==> src/rtl/gbe_pkg.sv <==
// shared types, constants and s-box table of the gost block encrypt unit
package gbe_pkg;

    localparam int BLOCK_W     = 64;
    localparam int HALF_W      = 32;
    localparam int KEY_WORDS   = 8;
    localparam int KEY_SEL_W   = 3;
    localparam int CFG_IDX_W   = 4;
    localparam int ROUNDS      = 32;
    localparam int ROUND_W     = 5;
    localparam int REV_START   = 24;
    localparam int ROT_LEFT    = 11;
    localparam int NIBBLES     = 8;

    localparam logic [ROUND_W-1:0] LAST_ROUND = ROUND_W'(ROUNDS - 1);

    // test s-boxes, row n serves nibble n counted from the lowest
    localparam logic [3:0] SBOX [0:NIBBLES-1][0:15] = '{
        '{4'd4,  4'd10, 4'd9,  4'd2,  4'd13, 4'd8,  4'd0,  4'd14,
          4'd6,  4'd11, 4'd1,  4'd12, 4'd7,  4'd15, 4'd5,  4'd3},
        '{4'd14, 4'd11, 4'd4,  4'd12, 4'd6,  4'd13, 4'd15, 4'd10,
          4'd2,  4'd3,  4'd8,  4'd1,  4'd0,  4'd7,  4'd5,  4'd9},
        '{4'd5,  4'd8,  4'd1,  4'd13, 4'd10, 4'd3,  4'd4,  4'd2,
          4'd14, 4'd15, 4'd12, 4'd7,  4'd6,  4'd0,  4'd9,  4'd11},
        '{4'd7,  4'd13, 4'd10, 4'd1,  4'd0,  4'd8,  4'd9,  4'd15,
          4'd14, 4'd4,  4'd6,  4'd12, 4'd11, 4'd2,  4'd5,  4'd3},
        '{4'd6,  4'd12, 4'd7,  4'd1,  4'd5,  4'd15, 4'd13, 4'd8,
          4'd4,  4'd10, 4'd9,  4'd14, 4'd0,  4'd3,  4'd11, 4'd2},
        '{4'd4,  4'd11, 4'd10, 4'd0,  4'd7,  4'd2,  4'd1,  4'd13,
          4'd3,  4'd6,  4'd8,  4'd5,  4'd9,  4'd12, 4'd15, 4'd14},
        '{4'd13, 4'd11, 4'd4,  4'd1,  4'd3,  4'd15, 4'd5,  4'd9,
          4'd0,  4'd10, 4'd14, 4'd7,  4'd6,  4'd8,  4'd2,  4'd12},
        '{4'd1,  4'd15, 4'd13, 4'd0,  4'd5,  4'd7,  4'd10, 4'd4,
          4'd9,  4'd2,  4'd3,  4'd14, 4'd6,  4'd11, 4'd8,  4'd12}
    };

    typedef enum logic [2:0] {
        ST_IDLE = 3'b001,
        ST_RUN  = 3'b010,
        ST_DONE = 3'b100
    } state_t;

    // controller to datapath
    typedef struct packed {
        logic               load;      // take a new block into the halves
        logic               round_en;  // run one feistel round
        logic [ROUND_W-1:0] round;     // current round number
        logic               out_load;  // copy result into the output register
    } dp_cmd_t;

endpackage

==> src/rtl/gost_block_encrypt_unit.sv <==
// top level of the gost 28147-89 ecb block encrypt unit
//
// channel  direction  handshake            payload
// s_*      in         s_tvalid / s_tready  s_tdata  [63:0] plain_block
// m_*      out        m_tvalid / m_tready  m_tdata  [63:0] cipher_block
// cfg_*    in         cfg_we               cfg_index [3:0], cfg_data [31:0]
//
// a block is accepted, runs through 32 rounds, then is handed over
// the rounds run one per cycle through the single shared round function
// the output register lets a new block enter while the last result waits
// a held result stalls only the hand-over cycle of the following block
// reset clears the key words to zero and the control state; no clearing pass
module gost_block_encrypt_unit
    import gbe_pkg::*;
(
    input  logic                 clk,
    input  logic                 rst_n,
    // slave side
    input  logic                 s_tvalid,
    output logic                 s_tready,
    input  logic [BLOCK_W-1:0]   s_tdata,   // [63:0] plain_block
    // master side
    output logic                 m_tvalid,
    input  logic                 m_tready,
    output logic [BLOCK_W-1:0]   m_tdata,   // [63:0] cipher_block
    // key word writes, index 8 and above are dropped
    input  logic                 cfg_we,
    input  logic [CFG_IDX_W-1:0] cfg_index,
    input  logic [HALF_W-1:0]    cfg_data
);

    dp_cmd_t cmd;

    // sequencing of accept, rounds and output transaction
    gbe_ctrl u_ctrl (
        .clk      (clk),
        .rst_n    (rst_n),
        .s_tvalid (s_tvalid),
        .s_tready (s_tready),
        .m_tvalid (m_tvalid),
        .m_tready (m_tready),
        .cmd      (cmd)
    );

    // key store, feistel halves and result register
    gbe_datapath u_dp (
        .clk       (clk),
        .rst_n     (rst_n),
        .cfg_we    (cfg_we),
        .cfg_index (cfg_index),
        .cfg_data  (cfg_data),
        .s_tdata   (s_tdata),
        .m_tdata   (m_tdata),
        .cmd       (cmd)
    );

endmodule

==> src/rtl/gbe_ctrl.sv <==
// controller state machine: round sequencing and output handoff
module gbe_ctrl
    import gbe_pkg::*;
(
    input  logic    clk,
    input  logic    rst_n,
    input  logic    s_tvalid,
    output logic    s_tready,
    output logic    m_tvalid,
    input  logic    m_tready,
    output dp_cmd_t cmd
);

    state_t             state_reg, state_next;
    logic [ROUND_W-1:0] round_reg, round_next;
    logic               out_valid_reg, out_valid_next;
    logic               out_free;

    assign out_free = !out_valid_reg || m_tready;

    always_comb
    begin
        state_next   = state_reg;
        round_next   = round_reg;
        cmd.load     = 1'b0;
        cmd.round_en = 1'b0;
        cmd.out_load = 1'b0;
        cmd.round    = round_reg;
        case (state_reg)
            ST_IDLE:
            begin
                if (s_tvalid)
                begin
                    cmd.load   = 1'b1;
                    round_next = '0;
                    state_next = ST_RUN;
                end
            end
            ST_RUN:
            begin
                cmd.round_en = 1'b1;
                round_next   = round_reg + ROUND_W'(1);
                if (round_reg == LAST_ROUND)
                begin
                    state_next = ST_DONE;
                end
            end
            ST_DONE:
            begin
                if (out_free)
                begin
                    cmd.out_load = 1'b1;
                    state_next   = ST_IDLE;
                end
            end
            default:
            begin
                state_next = ST_IDLE;
            end
        endcase
    end

    always_comb
    begin
        if (cmd.out_load)
        begin
            out_valid_next = 1'b1;
        end
        else if (m_tready)
        begin
            out_valid_next = 1'b0;
        end
        else
        begin
            out_valid_next = out_valid_reg;
        end
    end

    always_ff @(posedge clk or negedge rst_n)
    begin
        if (!rst_n)
        begin
            state_reg     <= ST_IDLE;
            round_reg     <= '0;
            out_valid_reg <= 1'b0;
        end
        else
        begin
            state_reg     <= state_next;
            round_reg     <= round_next;
            out_valid_reg <= out_valid_next;
        end
    end

    assign s_tready = (state_reg == ST_IDLE);
    assign m_tvalid = out_valid_reg;

endmodule

==> src/rtl/gbe_datapath.sv <==
// datapath: key registers, feistel halves, round function, output register
module gbe_datapath
    import gbe_pkg::*;
(
    input  logic                 clk,
    input  logic                 rst_n,
    input  logic                 cfg_we,
    input  logic [CFG_IDX_W-1:0] cfg_index,
    input  logic [HALF_W-1:0]    cfg_data,
    input  logic [BLOCK_W-1:0]   s_tdata,
    output logic [BLOCK_W-1:0]   m_tdata,
    input  dp_cmd_t              cmd
);

    // a feeds the round function, b takes the xor
    logic [HALF_W-1:0]  key_reg [KEY_WORDS];
    logic [HALF_W-1:0]  a_reg, a_next;
    logic [HALF_W-1:0]  b_reg, b_next;
    logic [BLOCK_W-1:0] out_reg;
    logic [KEY_SEL_W-1:0] key_sel;
    logic [HALF_W-1:0]  sum;
    logic [HALF_W-1:0]  subst;
    logic [HALF_W-1:0]  f_out;

    // forward key order for the first three passes, reversed for the last
    assign key_sel = (cmd.round < ROUND_W'(REV_START)) ? cmd.round[KEY_SEL_W-1:0]
                                                       : ~cmd.round[KEY_SEL_W-1:0];

    assign sum = a_reg + key_reg[key_sel];

    always_comb
    begin
        for (int n = 0; n < NIBBLES; n++)
        begin
            subst[4*n +: 4] = SBOX[n][sum[4*n +: 4]];
        end
    end

    assign f_out = {subst[HALF_W-ROT_LEFT-1:0], subst[HALF_W-1:HALF_W-ROT_LEFT]};

    always_comb
    begin
        a_next = a_reg;
        b_next = b_reg;
        if (cmd.load)
        begin
            a_next = s_tdata[BLOCK_W-1:HALF_W];
            b_next = s_tdata[HALF_W-1:0];
        end
        else if (cmd.round_en)
        begin
            a_next = b_reg ^ f_out;
            b_next = a_reg;
        end
    end

    always_ff @(posedge clk or negedge rst_n)
    begin
        if (!rst_n)
        begin
            for (int i = 0; i < KEY_WORDS; i++)
            begin
                key_reg[i] <= '0;
            end
        end
        else if (cfg_we && (cfg_index < CFG_IDX_W'(KEY_WORDS)))
        begin
            key_reg[cfg_index[KEY_SEL_W-1:0]] <= cfg_data;
        end
    end

    always_ff @(posedge clk)
    begin
        a_reg <= a_next;
        b_reg <= b_next;
        if (cmd.out_load)
        begin
            // halves leave exchanged: last low half on top
            out_reg <= {b_reg, a_reg};
        end
    end

    assign m_tdata = out_reg;

endmodule

==> config.mk <==
export PLATFORM = sky130hd
export DESIGN_NAME = gost_block_encrypt_unit
export DESIGN_NICKNAME = d
export VERILOG_FILES = /design/src/rtl/gbe_pkg.sv /design/src/rtl/gost_block_encrypt_unit.sv /design/src/rtl/gbe_ctrl.sv /design/src/rtl/gbe_datapath.sv
export SDC_FILE = /design/constraint.sdc
export NUM_CORES = 1
export LEC_CHECK = 0
export ABC_AREA = 1
export BUFFER_PORTS_ARGS = -buffer_cell sky130_fd_sc_hd__buf_2
export CAP_MARGIN = 20
export CORE_MARGIN = 1
export CORE_UTILIZATION = 45
export DETAILED_ROUTE_END_ITERATION = 10
export GPL_TIMING_DRIVEN = 0
export PLACE_DENSITY = 0.71
export SKIP_CTS_REPAIR_TIMING = 1
export SYNTH_ARGS = -nofsm -noshare
export SYNTH_HDL_FRONTEND = slang
export SYNTH_SLANG_ARGS = --single-unit
export TNS_END_PERCENT = 10
==> constraint.sdc <==
create_clock -name clk -period 11.8 [get_ports clk]
set_clock_uncertainty 0.15 [all_clocks]
set_input_delay 0.59 -clock clk [delete_from_list [all_inputs] [get_ports clk]]
set_output_delay 0.59 -clock clk [all_outputs]
set_load 0.05 [all_outputs]
==> results.sh <==
export IMPL_clkSinkCount=393
export IMPL_cts_clk_slew_worst_paths_ps=60
export IMPL_critPathKind="reg -> reg"
export IMPL_period_minus_slack_ps=5470
export IMPL_critPathLaunchType="register"
export IMPL_wl_per_cell_microns=18.7
export IMPL_core_sq_um=45600
export IMPL_fp_dieW_microns=218
export IMPL_cp_data_arrival_time_ps=5660
export IMPL_crit_path_end_kind="register"
export IMPL_finalMaxSlewViolations=0
export IMPL_diodes=0
export IMPL_clock_fmax_mhz=183
export IMPL_num_vias=19000
export IMPL_synth_edf_count=128
export IMPL_worstHoldPathType="in -> reg"
export IMPL_outcome="finished, final reports clean"
export IMPL_final_common_cell="nand2_1"
export IMPL_syn2layout_area_growth_pct=15.3
export IMPL_grt_start_max_net_pins=114
export IMPL_worstMarginPinSlew_ps=1100
export IMPL_place_hpwl_mm=48.6
export IMPL_synth_seq_cells=393
export IMPL_postRouteAntennaNets=0
export IMPL_syn_area_sq_um=20900
export IMPL_io_pins=171
export IMPL_required_ps=11980
export IMPL_yosysWarnings=0
export IMPL_dpl_worst_slack_ps=6440
export IMPL_synth_cells=2649
export IMPL_clock_path_buffers=3
export IMPL_synthArstFlopShare=0.674
export IMPL_grt_pass1_wl_mm=101
export IMPL_antenna_found_initial=0
export IMPL_largest_reg_flops=256
export IMPL_crit_fanout=10
export IMPL_worstSkewPairLatency_ps=590
export IMPL_setup_viol=0
export IMPL_portBuffers=168
export IMPL_fin_nets=3047
export IMPL_slew_headroom=0.260
export IMPL_drc=0
export IMPL_num_rows=78
export IMPL_cts_root_buf="clkbuf_16"
export IMPL_finalCritPeriodShare=0.464
export IMPL_drt_iter0_markers=2014
export IMPL_grt_pass1_vias=18300
export IMPL_drive_gt1_frac=0.103
export IMPL_synth_net_count=2828
export IMPL_die_area_sq_um=47300
export IMPL_start_util=0.459
export IMPL_htreeDepth=2
export IMPL_setup_ws_ps=6330
export IMPL_dieHeight_microns=218
export IMPL_final_hold_viol_count=0
export IMPL_rsz0062_at_grt="no"
export IMPL_layout_common_cells="nand2_1, o21ai_0, inv_1"
export IMPL_numCtsBuffers=43
export IMPL_finalSetupTns_ps=0
export IMPL_synth_avg_cell_area_sq_um=7.89
export IMPL_groute_usage_overall=0.278
export IMPL_globalRoute_totalOverflow=0
export IMPL_route_final_wire_length_mm=65.5
export IMPL_final_cell_area_sq_um=24100
export IMPL_cts_tree="yes"
export IMPL_synthDistinctLibCells=45
export IMPL_drt_pass1_iter_count=8
export IMPL_gp_congestion=0.927
export IMPL_routed_via_density=5.41
export IMPL_ys_seq_area_frac=0.501
export IMPL_synth_ff_type="dfrtp_1"
export IMPL_drv_cap=0
export IMPL_place_area_sq_um=22600
## metal layers
layer,vias up,routed length [microns],track usage
li1,8997,-,-
met1,9038,26700,0.357
met2,782,31600,0.470
met3,142,4800,0.0418
met4,0,2400,0.110
met5,-,0,0
## path summary, 6_finish.rpt
path / startpoint / end / slack [ps] / cells after the start
worst min-delay path: cfg_data[11] / u_dp.key_reg[75] / 90 / 3
worst max-delay path: u_ctrl.round_reg[3] / u_dp.a_reg[21] / 6330 / 24
min in group asynchronous: rst_n / u_dp.key_reg[139] / 410 / 2
worst min register to register: u_dp.b_reg[4] / u_dp.m_tdata[36] / 330 / 0
max in group asynchronous: rst_n / u_ctrl.round_reg[0] / 10050 / 3
worst max register to register: u_ctrl.round_reg[3] / u_dp.a_reg[21] / 6330 / 24
## cell usage after synthesis (5+ instances only)
master | n | area, sq um
a21oi_1 | 83 | 415
buf_1 | 7 | 26.3
clkbuf_1 | 97 | 364
dfrtp_1 | 264 | 6610
edfxtp_1 | 128 | 3840
ha_1 | 73 | 913
inv_1 | 275 | 1030
inv_2 | 10 | 37.5
nand2_1 | 951 | 3570
nand2_2 | 14 | 87.6
nand3_1 | 239 | 1200
nand3b_1 | 7 | 52.6
nor2_1 | 64 | 240
nor3_2 | 5 | 50.1
o211ai_1 | 6 | 45.0
o21ai_0 | 350 | 1750
o21ai_1 | 7 | 35.0
xnor2_1 | 7 | 61.3
xor2_1 | 10 | 87.6
## cell type report
type / instances / area, sq um
inverters: 286 / 1070
flip-flops and latches: 393 / 10500
clock buffers: 61 / 1250
repair buffers: 174 / 971
plain buffers: 109 / 418
well taps: 600 / 751
clock inverters: 18 / 214
multi-input cells: 1861 / 8960
fillers: 4202 / 21500
## cells by family after synthesis
kind of cell,Yosys count,synth area share
xor gates and xnor gates,25,0.0144
and+or+nand+nor,1305,0.257
DFF,393,0.501
AOI/OAI and AO/OA,457,0.112
buffers and inverters,395,0.0713
adders and majority gates,74,0.0446
## worst max-delay path, stage by stage (launching register included)
cell and delay [ps]:
dfrtp_1 420, nand2_1 150, nand2_1 140, nand2_1 120, buf_4 180, buf_2 220, clkbuf_1 490, o21ai_0 160
nand3_1 120, nand2_1 160, ha_1 260, fa_1 500, nand3_1 120, nand3_1 140, nand2_1 90, nand2_1 110
xnor2_1 610, inv_1 190, ha_1 350, nand2_1 60, nand2_1 80, o21ai_1 80, or2_1 210, nand3_1 60
nand2_1 60
## through the flow
stage | hold WS (ps) | utilization | std cells
final | 86.1 | 0.529 | 3502
after global placement | 309 | 0.494 | 3417
after floorplan | 144 | - | 2649
after detailed placement | 315 | 0.497 | 3422
after global routing | 103 | 0.529 | 3502
after CTS | -155 | 0.529 | 3501
Power is left out: the tool's default activity adds up to more than one toggle a clock period on the data nets, which glitch-free logic cannot reach.
